[src/hw/rtl/angt_scale.sv]
// ----------------------------------------------------------------------------
// Gain scaler
// Multiplies a signed value by an unsigned Q16.16 gain in two stages,
// rounds half away from zero, saturates and optionally negates.
// ----------------------------------------------------------------------------
module angt_scale #(
  parameter int IN_W  = 48,
  parameter int OUT_W = 48
) (
  input  logic                    clk,
  input  logic                    en_mul,
  input  logic                    en_out,
  input  logic signed [IN_W-1:0]  value,
  input  logic        [31:0]      gain,
  input  logic                    negate,
  output logic signed [OUT_W-1:0] result
);

  localparam logic [63:0] LIMIT = 64'd1 << (OUT_W - 1);

  logic [IN_W-1:0] mag;
  logic [63:0]     mag_wide;
  logic [63:0]     prod_hi, prod_lo;
  logic            negative;
  logic [63:0]     rounded, clipped, signed_res;

  assign mag      = value[IN_W-1] ? IN_W'(-value) : IN_W'(value);
  assign mag_wide = 64'(mag);

  // The upper and lower halves of the magnitude each take one 32 by 32 product.
  always_ff @(posedge clk) begin
    if (en_mul) begin
      prod_hi  <= 64'(mag_wide[63:32]) * 64'(gain);
      prod_lo  <= 64'(mag_wide[31:0]) * 64'(gain) + 64'd32768;
      negative <= value[IN_W-1] ^ negate;
    end
  end

  assign rounded = (prod_hi >= LIMIT) ? LIMIT
                                      : {prod_hi[47:0], 16'd0} + {16'd0, prod_lo[63:16]};
  assign clipped = (rounded > LIMIT) ? LIMIT : rounded;

  always_comb begin
    if (negative) begin
      signed_res = -clipped;
    end else if (clipped == LIMIT) begin
      signed_res = LIMIT - 64'd1;
    end else begin
      signed_res = clipped;
    end
  end

  always_ff @(posedge clk) begin
    if (en_out) begin
      result <= signed_res[OUT_W-1:0];
    end
  end

endmodule

[config.mk]
export PLATFORM = sky130hd
export DESIGN_NAME = angt_scale
export DESIGN_NICKNAME = d
export VERILOG_FILES = /design/src/hw/rtl/angt_scale.sv
export SDC_FILE = /design/constraint.sdc
export NUM_CORES = 2
export LEC_CHECK = 0
export ABC_AREA = 1
export BUFFER_PORTS_ARGS = -buffer_cell sky130_fd_sc_hd__buf_2
export CAP_MARGIN = 30
export CORE_UTILIZATION = 45
export CTS_BUF_LIST = sky130_fd_sc_hd__clkbuf_16
export CTS_CLUSTER_SIZE = 30
export DETAILED_ROUTE_END_ITERATION = 16
export PLACE_DENSITY = 0.6
export SLEW_MARGIN = 10
export SYNTH_ARGS = -nofsm -noshare
export SYNTH_HDL_FRONTEND = slang
export SYNTH_SLANG_ARGS = --single-unit
[constraint.sdc]
create_clock -name clk -period 17.85 [get_ports clk]
set_input_delay 1.785 -clock clk [delete_from_list [all_inputs] [get_ports clk]]
set_output_delay 1.785 -clock clk [all_outputs]
set_load 0.01 [all_outputs]
==> summary.md <==
| Metric | Value |
|---|---|
| Detailed-route wire length per cell | `22.55 um` |
| Initial Util | `0.4529` |
| Clock Skews | `19.84 ps` |
| Placer Congestion | `0.9992` |
| Slew Viols, Final | `0` |
| YS warnings | `0` |
| Startpoint Class | `input port` |
| Tot GR Track Use | `0.3231` |
| Critical Path Max Stage Delay | `550 ps` |
| Drt total wl | `218000 um` |
| Final setup vio count | `0` |
| Antenna violation net count after detailed routing | `0` |
| Residual DRC | `0` |
| Antenna violations before repair | `9` |
| Mapped Area | `0.06128 mm2` |
| Number of synthesized flops with an enable pin | `145` |
| Final hold viol count | `0` |
| Layout Nets | `9703` |
| Final design instance area without fill | `0.06453 mm2` |
| CTS clock-pin slew for the worst setup and hold paths | `80 ps` |
| Largest net degree at the start of global routing | `72` |
| RR Endpoint | `result[17]$_DFFE_PP_` |
| Most common cell after layout, fill and taps aside | `inv_1` |
| Clock sink count | `145` |
| Clock root buffer | `clkbuf_16` |
| DP Wirelength | `177800 um` |
| H-tree Lvls | `4` |
| Slew @ Worst Pin | `1062 ps` |
| Initial drt markers | `4270` |
| Synth area leader | `fa_1` |
| Crit end category | `flip-flop` |
| Avg Inst Size Synth | `7.748 um2` |
| Area grow syn2layout | `5.301%` |
| R2R setup slack | `11130 ps` |
| Main synth FF type | `edfxtp_1` |
| CP max stage cell | `fa_1` |
| First-pass GRT wire length | `331400 um` |
| Die X | `371.0 um` |
| First-pass iteration count of the detailed router | `5` |
| Commonest non-fill, non-tap cells in the layout | `inv_1, nand2_1, fa_1, nor2_1, ha_1` |
| I/O Pins | `132` |
| Status | `complete, no violations` |
| CP max FO | `32` |
| Worst R2R Start | `prod_lo[32]$_DFFE_PP_` |
| Crit Path Class | `in2reg` |
| Post-CTS Resized | `0` |
| Hold crit path type | `reg2reg` |
| Core area | `0.1353 mm2` |
| Slew margin rel. | `0.2911` |
| WP data arrival | `11540 ps` |
| Post-synth ARST share | `0` |
| RSZ-0062 raised after global routing | `false` |
| Row cnt | `135` |
| Seq cells post-synth | `145` |
| # Post-CTS Setup Buffers | `0` |
| Synth area leaders | `fa_1, inv_1, nand2_1` |
| Worst-skew pair later-pin latency | `460 ps` |
| DP Cell Count | `9626` |
| Vias in the first global route | `53930` |
| Max_cap viols | `0` |
| Netlist cell types | `52` |
| Grt total ovfl | `0` |
| Vert. Die Dim | `371.0 um` |
| Fmax | `88.26 MHz` |
| Setup TNS Final | `0 ps` |
| Maximum clock insertion buffer count | `2` |
| Critical path origin | `value[0]` |
| Clock buffer count from CTS | `17` |
| Share of layout cells above drive strength 1 | `0.04798` |
| Vias | `52350` |
| Gate Count Post-Synth | `7909` |
| Placed cell area | `0.06388 mm2` |
| Syn Nets | `9746` |
| Fin crit period | `11330 ps` |
| Tcrit/Tclk final | `0.6348` |
| Area share of the largest cell type after synthesis | `0.4299` |
| TritonCTS clock tree | `yes` |
| DIE AREA | `0.1377 mm2` |
| Post-Layout Cell Count | `9664` |
| Via density | `5.417` |
| Crit path to | `prod_lo[52]$_DFFE_PP_` |
| Sequential share of the synthesized area | `0.07106` |
| IO buf count | `131` |
| Worst EP required | `18050 ps` |
| Hold bufs inserted after CTS | `0` |
| Worst reg2reg path depth | `27` |
| Most frequent CP cell | `inv_1` |
## cell families after synthesis
family,Yosys count,synth area share
XOR/XNOR,121,0.01729
adder cells (fa/ha/maj),1753,0.5192
AO/OA/AOI/OAI,479,0.04692
AND/OR/NAND/NOR,3179,0.2069
flip-flops,145,0.07106
buffers and inverters,2232,0.1386
## worst min-delay path by stage
stage                           from                   to  slack [ps]  depth (start not counted)
3_5_place_dp   prod_lo[19]$_DFFE_PP_  result[3]$_DFFE_PP_         850                          4
6_report       prod_lo[22]$_DFFE_PP_  result[6]$_DFFE_PP_         860                          4
3_3_place_gp   prod_lo[22]$_DFFE_PP_  result[6]$_DFFE_PP_         840                          4
4_1_cts        prod_lo[19]$_DFFE_PP_  result[3]$_DFFE_PP_         850                          4
5_1_grt        prod_lo[22]$_DFFE_PP_  result[6]$_DFFE_PP_         920                          4
2_1_floorplan     negative$_DFFE_PP_  result[6]$_DFFE_PP_         720                          3
## through the flow
step / hold slack (ps) / setup slack (ps) / util
5_1_grt: 916.1 / 5735 / 0.4768
3_5_place_dp: 845.8 / 6063 / 0.4721
4_1_cts: 851.7 / 6532 / 0.4766
6_report: 856.2 / 6519 / 0.4769
2_1_floorplan: 717.6 / 7909 / -
3_3_place_gp: 841.5 / 6173 / 0.4709
## sequential cells by signal, indices dropped and copies added, names as in the netlist
name      flops
result       48
prod_hi      48
prod_lo      48
negative      1
## cell type report
| class | count | area [um2] |
|---|---|---|
| Fill cell | 13570 | 70770 |
| Multi-Input combinational cell | 5532 | 48450 |
| Inverter | 1917 | 7196 |
| Sequential cell | 145 | 4354 |
| Tap cell | 1781 | 2228 |
| Timing Repair Buffer | 253 | 1680 |
| Clock buffer | 17 | 425.4 |
| Clock inverter | 15 | 182.7 |
| Antenna cell | 4 | 10.01 |
## layer usage
metal / global-route usage / vias to the layer above / routed length, um
met5: 0 / - / 33
met4: 0.1114 / 6 / 8890
met3: 0.06046 / 402 / 19820
met2: 0.5225 / 2420 / 99620
met1: 0.4340 / 26400 / 89600
li1: - / 23120 / -
## worst max-delay path: cells and delay by family
| family | cells | cell delay [ps] |
|---|---|---|
| compound gates | 5 | 1480 |
| xor+xnor | 1 | 70 |
| fa+ha+maj | 10 | 4470 |
| buf+inv | 16 | 1890 |
| simple gates | 11 | 1740 |
## cells in the mapped netlist (all sizes together) (13+ instances only)
| cell type | number |
|---|---|
| o21a | 13 |
| a21boi | 14 |
| buf | 62 |
| fa | 1316 |
| clkinv | 16 |
| nand2 | 1638 |
| xor2 | 87 |
| nand3 | 196 |
| nor2 | 1192 |
| nand4 | 37 |
| o21ai | 141 |
| o21bai | 13 |
| a21oi | 175 |
| nor4 | 22 |
| clkbuf | 253 |
| o211ai | 46 |
| xnor2 | 34 |
| nand3b | 21 |
| edfxtp | 145 |
| inv | 1901 |
| a31oi | 28 |
| nor3 | 49 |
| ha | 437 |
| or2 | 20 |
| o41ai | 25 |
Power is left out: the tool's default activity adds up to more than one toggle a clock period on the data nets, which glitch-free logic cannot reach.
