[config.mk]
export PLATFORM = sky130hd
export DESIGN_NAME = angt_tracker
export DESIGN_NICKNAME = d
export VERILOG_FILES = /design/src/hw/rtl/angt_pkg.sv /design/src/hw/rtl/angt_tracker.sv
export SDC_FILE = /design/constraint.sdc
export NUM_CORES = 1
export LEC_CHECK = 0
export ABC_AREA = 1
export ABC_CLOCK_PERIOD_IN_PS = 12300
export BUFFER_PORTS_ARGS = -buffer_cell sky130_fd_sc_hd__buf_2
export CAP_MARGIN = 20
export CORE_UTILIZATION = 60
export DETAILED_ROUTE_END_ITERATION = 12
export PLACE_DENSITY = 0.83
export SLEW_MARGIN = 20
export SYNTH_ARGS = -nofsm -noshare
export SYNTH_HDL_FRONTEND = slang
export SYNTH_SLANG_ARGS = --single-unit
[constraint.sdc]
create_clock -name clk -period 12.3 [get_ports clk]
set_input_delay 0.615 -clock clk [delete_from_list [all_inputs] [get_ports clk]]
set_output_delay 0.615 -clock clk [all_outputs]
set_load 0.01 [all_outputs]
[src/hw/rtl/angt_pkg.sv]
// ----------------------------------------------------------------------------
// Angle tracker package
// Shared types, fixed-point constants and register indexes of the
// multi-turn angle tracker.
// ----------------------------------------------------------------------------
package angt_pkg;

  localparam int FRACTION_BITS = 16;

  localparam logic [63:0] PI_X40     = 64'h0000_0324_3F6A_8886;
  localparam logic [63:0] TWO_PI_X40 = 64'h0000_0648_7ED5_110B;

  localparam logic [63:0] PI_Q =
    (PI_X40 + (64'd1 << (39 - FRACTION_BITS))) >> (40 - FRACTION_BITS);
  localparam logic [63:0] TWO_PI_Q =
    (TWO_PI_X40 + (64'd1 << (39 - FRACTION_BITS))) >> (40 - FRACTION_BITS);
  localparam logic [63:0] LIMIT_Q =
    (64'd7 * PI_X40 + (64'd1 << (41 - FRACTION_BITS))) >> (42 - FRACTION_BITS);

  localparam logic [31:0] UNITY_Q16 = 32'd65536;

  typedef enum logic [1:0] {
    REG_INVERSE_GEAR_RATIO = 2'd0,
    REG_TORQUE_GAIN        = 2'd1,
    REG_OUTPUT_INVERT      = 2'd2
  } cfg_reg_t;

  typedef struct packed {
    logic               motor_present;
    logic               online;
    logic               feedback_ok;
    logic        [18:0] rotor_angle;
    logic signed [27:0] rotor_velocity;
    logic signed [23:0] iq_current;
    logic signed [8:0]  temperature;
  } sample_t;

  typedef struct packed {
    logic              online_out;
    logic              resync;
    logic signed [8:0] temperature_out;
  } track_flags_t;

endpackage

[src/hw/rtl/angt_tracker.sv]
// ----------------------------------------------------------------------------
// Angle tracker core
// Wraps the angle step, checks it against the step limit and updates the
// saturating multi-turn accumulator, one sample per cycle while take is high.
// ----------------------------------------------------------------------------
module angt_tracker #(
  parameter int ACCUMULATOR_WIDTH = 48
) (
  input  logic                                clk,
  input  logic                                rst,
  input  logic                                load,
  input  logic                                take,
  input  angt_pkg::sample_t                   sample,
  output angt_pkg::track_flags_t              flags,
  output logic signed [ACCUMULATOR_WIDTH-1:0] position,
  output logic signed [27:0]                  velocity,
  output logic signed [23:0]                  current
);
  import angt_pkg::*;

  localparam int AW = ACCUMULATOR_WIDTH;
  localparam logic signed [AW-1:0] ACC_MAX = {1'b0, {(AW - 1){1'b1}}};
  localparam logic signed [AW-1:0] ACC_MIN = {1'b1, {(AW - 1){1'b0}}};
  localparam logic signed [20:0] PI_D     = 21'(PI_Q);
  localparam logic signed [20:0] TWO_PI_D = 21'(TWO_PI_Q);

  logic                 tracker_valid, tracker_valid_next;
  logic        [18:0]   last_angle, last_angle_next;
  logic signed [AW-1:0] accumulated_angle, accumulated_angle_next;
  logic                 was_online, was_online_next;

  logic                 active;
  logic signed [20:0]   diff;
  logic signed [20:0]   step;
  logic        [20:0]   abs_step;
  logic        [27:0]   abs_vel;
  logic        [28:0]   step_limit;
  logic signed [AW:0]   sum;
  logic signed [AW-1:0] sum_sat;
  logic                 resync;

  assign active = sample.motor_present & sample.online & sample.feedback_ok;
  assign diff   = $signed({2'b00, sample.rotor_angle}) - $signed({2'b00, last_angle});

  // A 19-bit angle step never needs more than one correction by a full turn.
  always_comb begin
    if (diff > PI_D) begin
      step = diff - TWO_PI_D;
    end else if (diff < -PI_D) begin
      step = diff + TWO_PI_D;
    end else begin
      step = diff;
    end
  end

  assign abs_step   = step[20] ? 21'(-step) : 21'(step);
  assign abs_vel    = sample.rotor_velocity[27] ? 28'(-sample.rotor_velocity)
                                                : 28'(sample.rotor_velocity);
  assign step_limit = (abs_vel != 28'd0) ? {1'b0, abs_vel} + 29'(PI_Q) : 29'(LIMIT_Q);

  assign sum = (AW + 1)'(accumulated_angle) + (AW + 1)'(step);

  always_comb begin
    if (sum[AW] != sum[AW-1]) begin
      sum_sat = sum[AW] ? ACC_MIN : ACC_MAX;
    end else begin
      sum_sat = sum[AW-1:0];
    end
  end

  always_comb begin
    tracker_valid_next     = tracker_valid;
    last_angle_next        = last_angle;
    accumulated_angle_next = accumulated_angle;
    resync                 = 1'b0;
    if (!active) begin
      tracker_valid_next     = 1'b0;
      last_angle_next        = '0;
      accumulated_angle_next = '0;
      was_online_next        = sample.motor_present & sample.online;
    end else begin
      was_online_next = 1'b1;
      if (!was_online || !tracker_valid || (29'(abs_step) > step_limit)) begin
        tracker_valid_next     = 1'b1;
        last_angle_next        = sample.rotor_angle;
        accumulated_angle_next = AW'(sample.rotor_angle);
        resync                 = was_online & tracker_valid;
      end else begin
        last_angle_next        = sample.rotor_angle;
        accumulated_angle_next = sum_sat;
      end
    end
  end

  always_ff @(posedge clk) begin
    if (rst) begin
      tracker_valid     <= 1'b0;
      last_angle        <= '0;
      accumulated_angle <= '0;
      was_online        <= 1'b0;
    end else if (take) begin
      tracker_valid     <= tracker_valid_next;
      last_angle        <= last_angle_next;
      accumulated_angle <= accumulated_angle_next;
      was_online        <= was_online_next;
    end
  end

  always_ff @(posedge clk) begin
    if (load) begin
      flags.online_out      <= sample.motor_present & sample.online;
      flags.resync          <= resync;
      flags.temperature_out <= sample.motor_present ? sample.temperature : 9'sd0;
      position              <= active ? accumulated_angle_next : '0;
      velocity              <= active ? sample.rotor_velocity : 28'sd0;
      current               <= active ? sample.iq_current : 24'sd0;
    end
  end

endmodule

==> metrics.cfg <==
[synth]
synth-compound-area-share = 0.1491
asyncSetResetFlopFracSynth = 0
syn-instance-count = 2093
synth_cell_types = 51
synthAdderAreaFrac = 0.08140
postSynthAreaPerCell_um2 = 6.874
yosys_warnings = 0
ys_seq_area_frac = 0.3277
post_synth_and_or_nand_nor_area_fraction = 0.2582
synth_top_family_by_area = simple AND/OR/NAND/NOR gates
yosys-mux-area-fraction = 0
area_share_of_xor_xnor_cells_in_the_synthesized_design = 0.07053
syn-cell-area_um2 = 14390
commonest_register_cell_after_synthesis = sky130_fd_sc_hd__edfxtp_1
synth_edf_count = 111
post_synthesis_sequential_element_count = 180

[finish]
area_growth_syn_to_layout_pct = 12.56
layout.cells.most_common = sky130_fd_sc_hd__nand2_1
final_area_um2 = 16190
most-common-layout-cells = 419 x sky130_fd_sc_hd__nand2_1, 357 x sky130_fd_sc_hd__inv_1, 231 x sky130_fd_sc_hd__nor2_1
finish.net_count = 2448
final_core_utilization = 0.6899
nFillCells = 2059
drive_above_1_share = 0.1254
antenna_cells = 0

[hold_path]
startpoint_of_the_worst_hold_path = rst
min-delay-path-class = in -> reg

[global_route]
grt_remaining_overflow = 0
pin_count_of_the_biggest_net_entering_global_routing = 84
initial_antenna_violation_count = 0
global_route_wire_length_before_repair_um = 67010
grt_use_total = 0.3528
first_global_vias = 13080

[die]
ios = 198
initial_utilization = 0.6130
fp.dieW_um = 156.9
core_area_um2 = 23470
std_cell_rows = 56
die_footprint_um2 = 24600
floorplan.die.height_um = 156.9

[sta]
finClkSkew_ps = 15.46
max_slew_margin = 0.3053
final.period_utilization = 0.6364
drv_slew = 0
grt_setup_unrepaired = no
worst-slew-pin-transition_ps = 1040
timing.final.setup_violations = 0
finalHoldViolations = 0
timing.fmax_mhz = 127.7
fin_hold_ws_ps = 402.0
period_minus_slack_ps = 7828
totalNegativeSetupSlack_ps = 0

[routing]
firstDrtPassIters = 6
postRouteWirelength_um = 43910
routed-via-count = 14690
avgRoutedWirePerCell_um = 16.89
viasPerCell = 5.649
dr.first_iter.drc_count = 1343
antenna_violating_nets_post_route = 0
drc = 0

[cts]
clock-root-buffer = sky130_fd_sc_hd__clkbuf_16
clock_tree.htree_level_count = 4
clk-insertion-delay-late_ps = 450
cts_repair_resize_count = 0
cts_setup_buffers = 0
tritoncts = done
tritoncts.num_buffers = 17
post_cts_clock_slew_at_the_launch_and_capture_registers_of_the_worst_setup_and_hold_paths_ps = 80
cts_num_sinks = 180
cts_buffer_depth = 2
hold_buffers = 0

[power_and_ir_drop]
p_sw_mw = 1.030
power_density_nw_per_um2 = 145.4
ir_drop_uv = 101.5
internal-power_mw = 1.324
power.share.combinational = 0.469
clock_power_share = 0.240
pwr-share-seq = 0.291
leakagePower_nw = 8.343
power.switching_fraction = 0.4376

[critical_path]
cp-end-kind = flip-flop
r2r-start = last_angle[0]$_SDFFE_PP0P_
critPathLaunch = last_angle[0]$_SDFFE_PP0P_
timing.setup.critical_path_class = reg -> reg
critPathMaxStageDelay_ps = 790
critical_path_required_ps = 12600
critical_path_arrival_ps = 8130
slowest_stage = sky130_fd_sc_hd__a21oi_4
critPathLaunchType = flip-flop
crit_path_max_fanout = 28

[outcome]
status = finished clean

[placement]
placedInstanceArea_um2 = 15600
buffers_added_on_ports = 197
gp_congestion = 1.034
hpwlAfterDp_um = 34940

[run]
maxCapViolCount = 0

[final cells by class]
type	instances	area, um^2	area share
clock inverters	13	127.6	0.007881
well taps	319	399.1	0.02465
inverters	376	1411	0.08715
repair buffers	201	1021	0.06305
flip-flops and latches	180	4715	0.2911
clock buffers	19	464.2	0.02866
multi-input cells	1492	8056	0.4975
[kinds of logic (layout without fill, tap and decap cells)]
| logic type | Yosys count | count (layout) |
|---|---|---|
| flops | 180 | 180 |
| fa+ha+maj | 93 | 93 |
| other cells | 1 | 2 |
| simple gates | 883 | 883 |
| xor+xnor | 115 | 115 |
| compound gates | 399 | 399 |
| buf+inv | 422 | 609 |
[metal layers]
| layer | track usage | vias to the layer above | routed length [um] |
|---|---|---|---|
| met4 | 0.1190 | 0 | 1234 |
| met5 | 0 | - | 0 |
| met3 | 0.05428 | 79 | 3888 |
| met2 | 0.5577 | 685 | 19390 |
| met1 | 0.4892 | 6740 | 19400 |
| li1 | - | 7183 | - |
[critical path, delay by kind of cell (launching register included)]
kind,cells,cell delay [ps]
xor+xnor,3,1060
compound gates,10,2270
buf+inv,5,860
fa+ha+maj,3,940
flops,1,350
simple gates,14,2180
[path summary, 6_finish.rpt]
check,slack (ps),endpoint,cells after the start
max,4470,position[22]$_SDFFCE_PN0P_,35
min,400,tracker_valid$_SDFFE_PP0P_,2
max reg2reg,4470,position[22]$_SDFFCE_PN0P_,35
min reg2reg,540,accumulated_angle[26]$_SDFFE_PP0P_,2
[synth_stat cells, types with 5 or more instances]
master | number | area share
sky130_fd_sc_hd__nor3_1 | 32 | 0.011
sky130_fd_sc_hd__nor2_1 | 231 | 0.060
sky130_fd_sc_hd__o22ai_1 | 7 | 0.0030
sky130_fd_sc_hd__o21ai_0 | 140 | 0.049
sky130_fd_sc_hd__o221ai_1 | 5 | 0.0030
sky130_fd_sc_hd__buf_2 | 7 | 0.0024
sky130_fd_sc_hd__clkbuf_1 | 33 | 0.0086
sky130_fd_sc_hd__inv_1 | 358 | 0.093
sky130_fd_sc_hd__o21ai_1 | 15 | 0.0052
sky130_fd_sc_hd__o21a_1 | 8 | 0.0042
sky130_fd_sc_hd__ha_1 | 92 | 0.080
sky130_fd_sc_hd__xnor2_1 | 35 | 0.021
sky130_fd_sc_hd__nand2_1 | 420 | 0.11
sky130_fd_sc_hd__nor4_1 | 9 | 0.0039
sky130_fd_sc_hd__xor2_1 | 79 | 0.048
sky130_fd_sc_hd__nand3_1 | 125 | 0.043
sky130_fd_sc_hd__a31oi_1 | 18 | 0.0078
sky130_fd_sc_hd__nand2_2 | 21 | 0.0091
sky130_fd_sc_hd__inv_2 | 17 | 0.0044
sky130_fd_sc_hd__dfxtp_1 | 69 | 0.096
sky130_fd_sc_hd__nand4_1 | 29 | 0.013
sky130_fd_sc_hd__edfxtp_1 | 111 | 0.23
sky130_fd_sc_hd__a21oi_1 | 183 | 0.064
[state kept, by name (all words and copies together) (netlist names)]
signal / cells
accumulated_angle: 48
current: 24
flags: 11
last_angle: 19
position: 48
tracker_valid: 1
velocity: 28
was_online: 1
[power by group through the flow]
stage                     sequential [mW]  clock (mW)  combinational, mW
after floorplan                     0.708           0              0.780
after global placement              0.698           0               1.05
after global routing                0.689       0.585               1.22
after CTS                           0.685       0.566               1.08
final                               0.686       0.565               1.10
after detailed placement            0.699           0               1.07
[stage by stage]
| stage | instances | worst slack [ps] | power [mW] |
|---|---|---|---|
| detailed placement | 2568 | 4185 | 1.768 |
| global route | 2600 | 3719 | 2.492 |
| finish | 2600 | 4472 | 2.355 |
| global placement | 2568 | 4573 | 1.752 |
| floorplan | 2094 | 5700 | 1.488 |
| CTS | 2600 | 4626 | 2.329 |
(Power assumes the default switching activity.)
